===== src/rtl/assert_macros.svh =====
// Assertion macros used by the top level of the strobe match timer.
// No dependencies; included by files that carry concurrent assertions.
`ifndef ASSERT_MACROS_SVH
`define ASSERT_MACROS_SVH

// antecedent implies consequent in the same cycle
`define ASSERT_SAME(label, clk, rst_n, ante, cons, msg) \
	label: assert property (@(posedge clk) disable iff (!(rst_n)) (ante) |-> (cons)) \
		else $error(msg);

// antecedent implies consequent in the next cycle
`define ASSERT_NEXT(label, clk, rst_n, ante, cons, msg) \
	label: assert property (@(posedge clk) disable iff (!(rst_n)) (ante) |=> (cons)) \
		else $error(msg);

`endif


===== src/rtl/rsmt_pkg.sv =====
// Types and constants of the rotary strobe match timer.
// No dependencies; used by every module of the block.
package rsmt_pkg;

	localparam int CFG_W    = 9;
	localparam int ANGLE_W  = 10;
	localparam int PERIOD_W = 32;
	localparam int PROD_W   = ANGLE_W + PERIOD_W;
	localparam int FULL_TURN = 360;

	localparam logic [10:0] ANGLE_SHIFT = 11'd7;
	localparam logic [10:0] TURN_ADD    = 11'd360;

	localparam logic [CFG_W-1:0] LED_ANGLE_RST   = 9'd180;
	localparam logic [CFG_W-1:0] START_ANGLE_RST = 9'd67;
	localparam logic [CFG_W-1:0] END_ANGLE_RST   = 9'd68;

	typedef enum logic [1:0] {
		CFG_LED_ANGLE   = 2'd0,
		CFG_START_ANGLE = 2'd1,
		CFG_END_ANGLE   = 2'd2
	} cfg_idx_t;

	typedef enum logic {
		CMD_TICK = 1'b0,
		CMD_REV  = 1'b1
	} cmd_t;

	typedef struct packed {
		logic tick;
		logic rev;
	} match_ctl_t;

endpackage


===== src/rtl/rotary_strobe_match_timer.sv =====
// Top level of the rotary strobe match timer: ports, input and result registers, config.
// Depends on rsmt_pkg, rsmt_angle_time, rsmt_match and assert_macros.svh.
//
// channel  direction  handshake                fields
// s_*      in         s_tvalid / s_tready      tuser: command; tdata: rev_period
// m_*      out        m_tvalid / m_tready      tdata: led_level, match_hit
// cfg_*    in         cfg_valid / cfg_ready    cfg_index, cfg_data
//
// One transaction per cycle unless the result stalls; each result passes the input register, then the result register.
// The revolution multiply and the tick compare both sit in the cycle after the input register.
// Reset gives LED off, next-tick counter one, match all ones and default angles.
// A stalled result holds the input register; cfg_ready is always high.
`include "assert_macros.svh"

module rotary_strobe_match_timer #(
	parameter int COUNT_WIDTH = 32
) (
	input  logic                           clk,
	input  logic                           arst_n,
	input  logic                           s_tvalid,
	output logic                           s_tready,
	input  logic [rsmt_pkg::PERIOD_W-1:0]  s_tdata,   // [31:0] rev_period
	input  logic                           s_tuser,   // [0] command
	output logic                           m_tvalid,
	input  logic                           m_tready,
	output logic [7:0]                     m_tdata,   // [0] led_level, [1] match_hit
	input  logic                           cfg_valid,
	output logic                           cfg_ready,
	input  logic [1:0]                     cfg_index,
	input  logic [rsmt_pkg::CFG_W-1:0]     cfg_data
);

	logic [rsmt_pkg::CFG_W-1:0] led_angle_q;
	logic [rsmt_pkg::CFG_W-1:0] start_angle_q;
	logic [rsmt_pkg::CFG_W-1:0] end_angle_q;

	logic                          valid_s1;
	rsmt_pkg::cmd_t                cmd_s1;
	logic [rsmt_pkg::PERIOD_W-1:0] period_s1;

	logic m_valid_q;
	logic led_q;
	logic hit_q;

	logic                        adv;
	rsmt_pkg::match_ctl_t        ctl;
	logic [rsmt_pkg::PROD_W-1:0] on_time;
	logic [rsmt_pkg::PROD_W-1:0] off_time;
	logic                        hit;
	logic                        led_next;

	assign cfg_ready = 1'b1;

	always_ff @(posedge clk or negedge arst_n) begin
		if (!arst_n) begin
			led_angle_q <= rsmt_pkg::LED_ANGLE_RST;
			start_angle_q <= rsmt_pkg::START_ANGLE_RST;
			end_angle_q <= rsmt_pkg::END_ANGLE_RST;
		end else if (cfg_valid && cfg_ready) begin
			case (cfg_index)
				rsmt_pkg::CFG_LED_ANGLE:   led_angle_q <= cfg_data;
				rsmt_pkg::CFG_START_ANGLE: start_angle_q <= cfg_data;
				rsmt_pkg::CFG_END_ANGLE:   end_angle_q <= cfg_data;
				default: ;
			endcase
		end
	end

	assign adv = valid_s1 && (!m_valid_q || m_tready);
	assign s_tready = !valid_s1 || adv;

	always_ff @(posedge clk or negedge arst_n) begin
		if (!arst_n) begin
			valid_s1 <= 1'b0;
		end else if (s_tready) begin
			valid_s1 <= s_tvalid;
		end
	end

	always_ff @(posedge clk) begin
		if (s_tvalid && s_tready) begin
			cmd_s1 <= rsmt_pkg::cmd_t'(s_tuser);
			period_s1 <= s_tdata;
		end
	end

	always_comb begin
		ctl.tick = adv && (cmd_s1 == rsmt_pkg::CMD_TICK);
		ctl.rev = adv && (cmd_s1 == rsmt_pkg::CMD_REV) && (period_s1 != '0);
	end

	rsmt_angle_time u_on_time (
		.led_angle   (led_angle_q),
		.edge_angle  (end_angle_q),
		.period      (period_s1),
		.scaled_time (on_time)
	);

	rsmt_angle_time u_off_time (
		.led_angle   (led_angle_q),
		.edge_angle  (start_angle_q),
		.period      (period_s1),
		.scaled_time (off_time)
	);

	rsmt_match #(
		.COUNT_WIDTH (COUNT_WIDTH)
	) u_match (
		.clk      (clk),
		.arst_n   (arst_n),
		.ctl      (ctl),
		.on_time  (on_time),
		.off_time (off_time),
		.hit      (hit),
		.led_next (led_next)
	);

	always_ff @(posedge clk or negedge arst_n) begin
		if (!arst_n) begin
			m_valid_q <= 1'b0;
		end else if (adv) begin
			m_valid_q <= 1'b1;
		end else if (m_tready) begin
			m_valid_q <= 1'b0;
		end
	end

	always_ff @(posedge clk or negedge arst_n) begin
		if (!arst_n) begin
			led_q <= 1'b0;
			hit_q <= 1'b0;
		end else if (adv) begin
			led_q <= led_next;
			hit_q <= hit;
		end
	end

	assign m_tvalid = m_valid_q;
	assign m_tdata = {6'b000000, hit_q, led_q};

	`ASSERT_SAME(a_hit_on_tick, clk, arst_n, hit, ctl.tick, "match hit without a tick")
	`ASSERT_NEXT(a_rev_no_hit, clk, arst_n, adv && (cmd_s1 == rsmt_pkg::CMD_REV),
		m_tvalid && !m_tdata[1], "revolution result shows a match hit")
	`ASSERT_SAME(a_stall_blocks, clk, arst_n, valid_s1 && m_valid_q && !m_tready,
		!s_tready && !adv, "input taken while result is stalled")
	`ASSERT_NEXT(a_led_steady, clk, arst_n, adv && !hit,
		m_tdata[0] == $past(led_q), "led level changed without a hit")

endmodule


===== src/rtl/rsmt_angle_time.sv =====
// Scaled edge time: wrapped angle times period, kept as 360 times the tick count.
// Depends on rsmt_pkg.
module rsmt_angle_time (
	input  logic [rsmt_pkg::CFG_W-1:0]    led_angle,
	input  logic [rsmt_pkg::CFG_W-1:0]    edge_angle,
	input  logic [rsmt_pkg::PERIOD_W-1:0] period,
	output logic [rsmt_pkg::PROD_W-1:0]   scaled_time
);

	logic signed [10:0] angle_raw;
	logic signed [10:0] angle_wrap;
	logic [rsmt_pkg::ANGLE_W-1:0] angle_u;

	always_comb begin
		angle_raw = $signed({2'b00, led_angle}) - $signed({2'b00, edge_angle})
			+ $signed(rsmt_pkg::ANGLE_SHIFT);
		angle_wrap = angle_raw[10] ? (angle_raw + $signed(rsmt_pkg::TURN_ADD)) : angle_raw;
		angle_u = angle_wrap[10] ? '0 : angle_wrap[rsmt_pkg::ANGLE_W-1:0];
		scaled_time = rsmt_pkg::PROD_W'(angle_u) * rsmt_pkg::PROD_W'(period);
	end

endmodule


===== src/rtl/rsmt_match.sv =====
// Tick counter, stored edge times, armed match and LED level.
// Depends on rsmt_pkg; counts in ticks and in steps of 360 side by side.
module rsmt_match #(
	parameter int COUNT_WIDTH = 32
) (
	input  logic                         clk,
	input  logic                         arst_n,
	input  rsmt_pkg::match_ctl_t         ctl,
	input  logic [rsmt_pkg::PROD_W-1:0]  on_time,
	input  logic [rsmt_pkg::PROD_W-1:0]  off_time,
	output logic                         hit,
	output logic                         led_next
);

	localparam int SCL_W = COUNT_WIDTH + 9;
	localparam int DW = ((rsmt_pkg::PROD_W > SCL_W) ? rsmt_pkg::PROD_W : SCL_W) + 1;
	localparam logic [DW-1:0] TURN_D = DW'(rsmt_pkg::FULL_TURN);
	localparam logic [DW-1:0] SAT_D = TURN_D << COUNT_WIDTH;
	localparam logic [SCL_W-1:0] TURN_S = SCL_W'(rsmt_pkg::FULL_TURN);
	localparam logic [1:0] SLOT_DONE = 2'd2;
	localparam logic [1:0] SLOT_OFF = 2'd1;

	logic [COUNT_WIDTH-1:0]      tick_next_q;
	logic [SCL_W-1:0]            scaled_q;
	logic [rsmt_pkg::PROD_W-1:0] times_q [2];
	logic [rsmt_pkg::PROD_W-1:0] armed_q;
	logic                        ones_q;
	logic [1:0]                  slot_q;
	logic                        led_q;

	logic [DW-1:0] diff;
	logic          in_win;
	logic          use_ones;

	always_comb begin
		diff = DW'(armed_q) - DW'(scaled_q);
		in_win = !diff[DW-1] && (diff < TURN_D);
		use_ones = ones_q || (DW'(armed_q) >= SAT_D);
		hit = ctl.tick && (use_ones ? (tick_next_q == '1) : in_win);
		led_next = led_q ^ hit;
	end

	always_ff @(posedge clk) begin
		if (ctl.rev) begin
			times_q[0] <= on_time;
			times_q[1] <= off_time;
		end
	end

	always_ff @(posedge clk or negedge arst_n) begin
		if (!arst_n) begin
			tick_next_q <= COUNT_WIDTH'(1);
			scaled_q <= TURN_S;
			armed_q <= '0;
			ones_q <= 1'b1;
			slot_q <= '0;
			led_q <= 1'b0;
		end else if (ctl.rev) begin
			tick_next_q <= COUNT_WIDTH'(1);
			scaled_q <= TURN_S;
			armed_q <= on_time;
			ones_q <= 1'b0;
			slot_q <= SLOT_OFF;
		end else if (ctl.tick) begin
			tick_next_q <= tick_next_q + COUNT_WIDTH'(1);
			scaled_q <= (tick_next_q == '1) ? '0 : (scaled_q + TURN_S);
			led_q <= led_next;
			if (hit) begin
				if (slot_q == SLOT_DONE) begin
					ones_q <= 1'b1;
				end else begin
					armed_q <= times_q[slot_q[0]];
					ones_q <= 1'b0;
					slot_q <= slot_q + 2'd1;
				end
			end
		end
	end

endmodule

===== config.mk =====
export PLATFORM = sky130hd
export DESIGN_NAME = rotary_strobe_match_timer
export DESIGN_NICKNAME = d
export VERILOG_FILES = /design/src/rtl/rsmt_pkg.sv /design/src/rtl/rotary_strobe_match_timer.sv /design/src/rtl/rsmt_angle_time.sv /design/src/rtl/rsmt_match.sv
export VERILOG_INCLUDE_DIRS = /design/src /design/src/rtl
export SDC_FILE = /design/constraint.sdc
export NUM_CORES = 2
export LEC_CHECK = 0
export ABC_AREA = 1
export ABC_CLOCK_PERIOD_IN_PS = 8150
export BUFFER_PORTS_ARGS = -buffer_cell sky130_fd_sc_hd__buf_2
export CORE_MARGIN = 2
export CORE_UTILIZATION = 40
export DETAILED_ROUTE_END_ITERATION = 8
export PLACE_DENSITY = 0.69
export SYNTH_ARGS = -nofsm -noshare
export SYNTH_HDL_FRONTEND = slang
export SYNTH_SLANG_ARGS = --single-unit

===== constraint.sdc =====
create_clock -name clk -period 8.15 [get_ports clk]
set_input_delay 1.63 -clock clk [delete_from_list [all_inputs] [get_ports clk]]
set_output_delay 1.63 -clock clk [all_outputs]
set_load 0.02 [all_outputs]

==> run_results.csv <==
group,metric,value,unit
outcome,status,"completed",
floorplan,fp.dieH,302,um
clock_network,cts_made_buffers,34,
layout,antenna_cells,0,
clock_network,clockBufferDepth,3,
sta,maxSlewViolCount,0,
yosys,ys_seq_area_share,20.0,%
global_routing,overflow,0,
floorplan,coreArea,88400,um^2
critical_path,critPathArrivalTime,8220,ps
global_routing,grt_pass1_wl,161000,um
drt,drtIter0Drc,2238,
critical_path,path_max_fanout,11,
critical_path,ff2ff_path_depth,38,
critical_path,r2r_end,"u_match.times_q[1][40]$_DFFE_PP_",
min_path,hold_end,"u_match.tick_next_q[27]$_DFFE_PN0P_",
drt,wl,101000,um
drt,remaining_drc_errors,0,
global_routing,antenna_found_initial,1,
sta,fmax,126,MHz
yosys,synth.ff_latch_count,261,
placed_design,dp_hpwl,79800,um
critical_path,critical_path.top_delay_family,"adder cells",
clock_network,cts-root-buf,"clkbuf_16",
clock_network,h-tree-depth,2,
global_routing,grt_pass1_vias,30600,
yosys,yosys_warnings,0,
yosys,async_flop_share,55.9,%
layout,layout_common_cells,"985 x nand2_1, 829 x inv_1, 534 x nor2_1",
clock_network,ctsHoldBuffers,0,
layout,final_util,45.7,%
critical_path,cp.required,8470,ps
sta,hold_viol_final,0,
yosys,synth_edf_count,115,
yosys,avgSynthCellArea,7.80,um^2
placed_design,portBuffers,52,
floorplan,die-area,91500,um^2
floorplan,rows,109,
critical_path,critPathMaxStageDelay,560,ps
layout,drive_gt1_share,12.2,%
sta,setup_viol,0,
critical_path,regToRegSetupSlack,240,ps
layout,area_growth,13.4,%
drt,drtPass1Iterations,6,
yosys,ys.flop_type,"dfrtp_1",
sta,timing_worst_slew_pin_value,1090,ps
critical_path,cp-end-kind,"flip-flop",
critical_path,crit_path_frequent_cell,"inv_1",
placed_design,dp.cells,5788,
layout,final_cell_area,40400,um^2
yosys,syn_inst,4568,
yosys,synth_cell_types,63,
sta,min_period_over_period,97.0,%
sta,min_period,7910,ps
floorplan,die_x,302,um
layout,final_nets,5443,
floorplan,ioPinCount,60,
placed_design,place_area,37900,um^2
critical_path,cpMaxStageDelayCell,"fa_2",
min_path,hold_path_class,"flip-flop to flip-flop",
min_path,hold_depth,1,
drt,vias,30400,
critical_path,crit_path_start_kind,"flip-flop",
sta,max_slew_margin,27.4,%
clock_network,clock_latency,580,ps
layout,final_common_cell,"nand2_1",
floorplan,start_util,40.3,%
sta,finalClockSkew,60.5,ps
clock_network,cts_sinks,261,
flow_run,drv_cap,0,
global_routing,grt_use_total,22.1,%
sta,setup_tns,0,ps
clock_network,clkSlewWorstSetupHoldPaths,60,ps
placed_design,gp_congestion,0.959,
drt,drt-wirelength-per-cell,17.2,um
drt,viasPerCell,5.16,
critical_path,worstReg2RegStart,"start_angle_q[0]$_DFFE_PN1P_",
global_routing,grt_max_degree,91,
critical_path,critPathKind,"flip-flop to flip-flop",
min_path,min_from,"u_match.tick_next_q[27]$_DFFE_PN0P_",
drt,antenna_left,0,
layout,layout.cells.non_filler,5890,
critical_path,path_buf_inv,11,
clock_network,cts_tree,"built",
yosys,netlist_area,35600,um^2
-- cells in the mapped netlist (9+ instances only) --
cell type	instances	area (um^2)
nand2_1	1017	3820
o21a_1	9	67.6
o21bai_1	12	90.1
a31o_2	9	78.8
and2_1	15	93.8
a31oi_1	35	219
xnor2_1	46	403
nor2_4	12	135
a21o_1	13	97.6
inv_1	837	3140
buf_2	43	215
nand3b_1	13	97.6
o21ai_0	102	510
nand3_1	211	1060
clkbuf_1	95	357
ha_1	217	2720
nor4_1	20	125
fa_1	478	9570
xor2_1	97	850
a21oi_1	200	1000
edfxtp_1	115	3450
dfstp_2	15	394
inv_2	12	45.0
o22ai_1	25	156
buf_4	16	120
nor3_1	47	235
dfrtp_1	131	3280
nand4_1	45	282
nor2_1	574	2150
-- per-stage QoR --
step / setup slack, ps / hold WS, ps
final: 244 / 467
after detailed placement: -16.6 / 458
after global routing: -113 / 492
after CTS: 20.8 / 465
after global placement: 29.9 / 454
after floorplan: 415 / 441
-- cell type report --
type,instances,area [um^2]
tap,1165,1460
timing repair buffer,264,2200
inverter,854,3230
fill,8678,48000
sequential,261,7130
multi-input combinational,3284,25300
clock buffer,41,898
clock inverter,21,211
-- metal layers --
| metal | share of wire (%) | global-route usage, % | wire [um] |
|---|---|---|---|
| met5 | 0.0099 | 0 | 10 |
| met4 | 4.4 | 7.89 | 4470 |
| met3 | 6.5 | 3.17 | 6620 |
| met2 | 47 | 36.9 | 47400 |
| met1 | 42 | 29.2 | 42600 |
-- repair_timing --
item / in CTS / in global routing
pin swaps: 0 / 100
resized for setup: 2 / 237
buffers inserted: 0 / 34
gates cloned: 0 / 6
endpoints found under the setup margin: 4 / 75
-- state kept, by name, summed over array words and instances, names as in the netlist --
name,count
end_angle_q,9
u_match.led_q,1
period_s1,32
cmd_s1,1
led_q,1
valid_s1,1
u_match.slot_q,2
u_match.times_q,82
u_match.tick_next_q,32
hit_q,1
u_match.armed_q,41
u_match.ones_q,1
u_match.scaled_q,38
led_angle_q,9
start_angle_q,9
m_tvalid,1
-- cells by family (layout without fill, tap and decap cells) --
family	after synthesis	after routing	synth area share (%)
mux	5	5	0.141
xor+xnor	147	147	3.73
flops	261	261	20.0
simple gates	1987	1987	23.1
compound gates	443	443	7.09
other cells	2	7	0.0211
buf+inv	1028	1180	11.4
fa+ha+maj	695	695	34.5
-- how the worst max path moves through the flow --
stage | to | start | depth (start not counted) | slack (ps)
2_1_floorplan | u_match.times_q[1][40]$_DFFE_PP_ | start_angle_q[0]$_DFFE_PN1P_ | 38 | 410
4_1_cts | u_match.armed_q[39]$_DFFE_PN0P_ | led_angle_q[0]$_DFFE_PN0P_ | 43 | 20
5_1_grt | u_match.armed_q[28]$_DFFE_PN0P_ | led_angle_q[0]$_DFFE_PN0P_ | 41 | -110
6_report | u_match.times_q[1][40]$_DFFE_PP_ | start_angle_q[0]$_DFFE_PN1P_ | 38 | 240
3_3_place_gp | u_match.armed_q[34]$_DFFE_PN0P_ | end_angle_q[2]$_DFFE_PN1P_ | 40 | 30
3_5_place_dp | u_match.armed_q[34]$_DFFE_PN0P_ | end_angle_q[2]$_DFFE_PN1P_ | 40 | -20
Power is not shown: default switching activity piles up to over one toggle a cycle in this logic, so the estimate is an artifact.
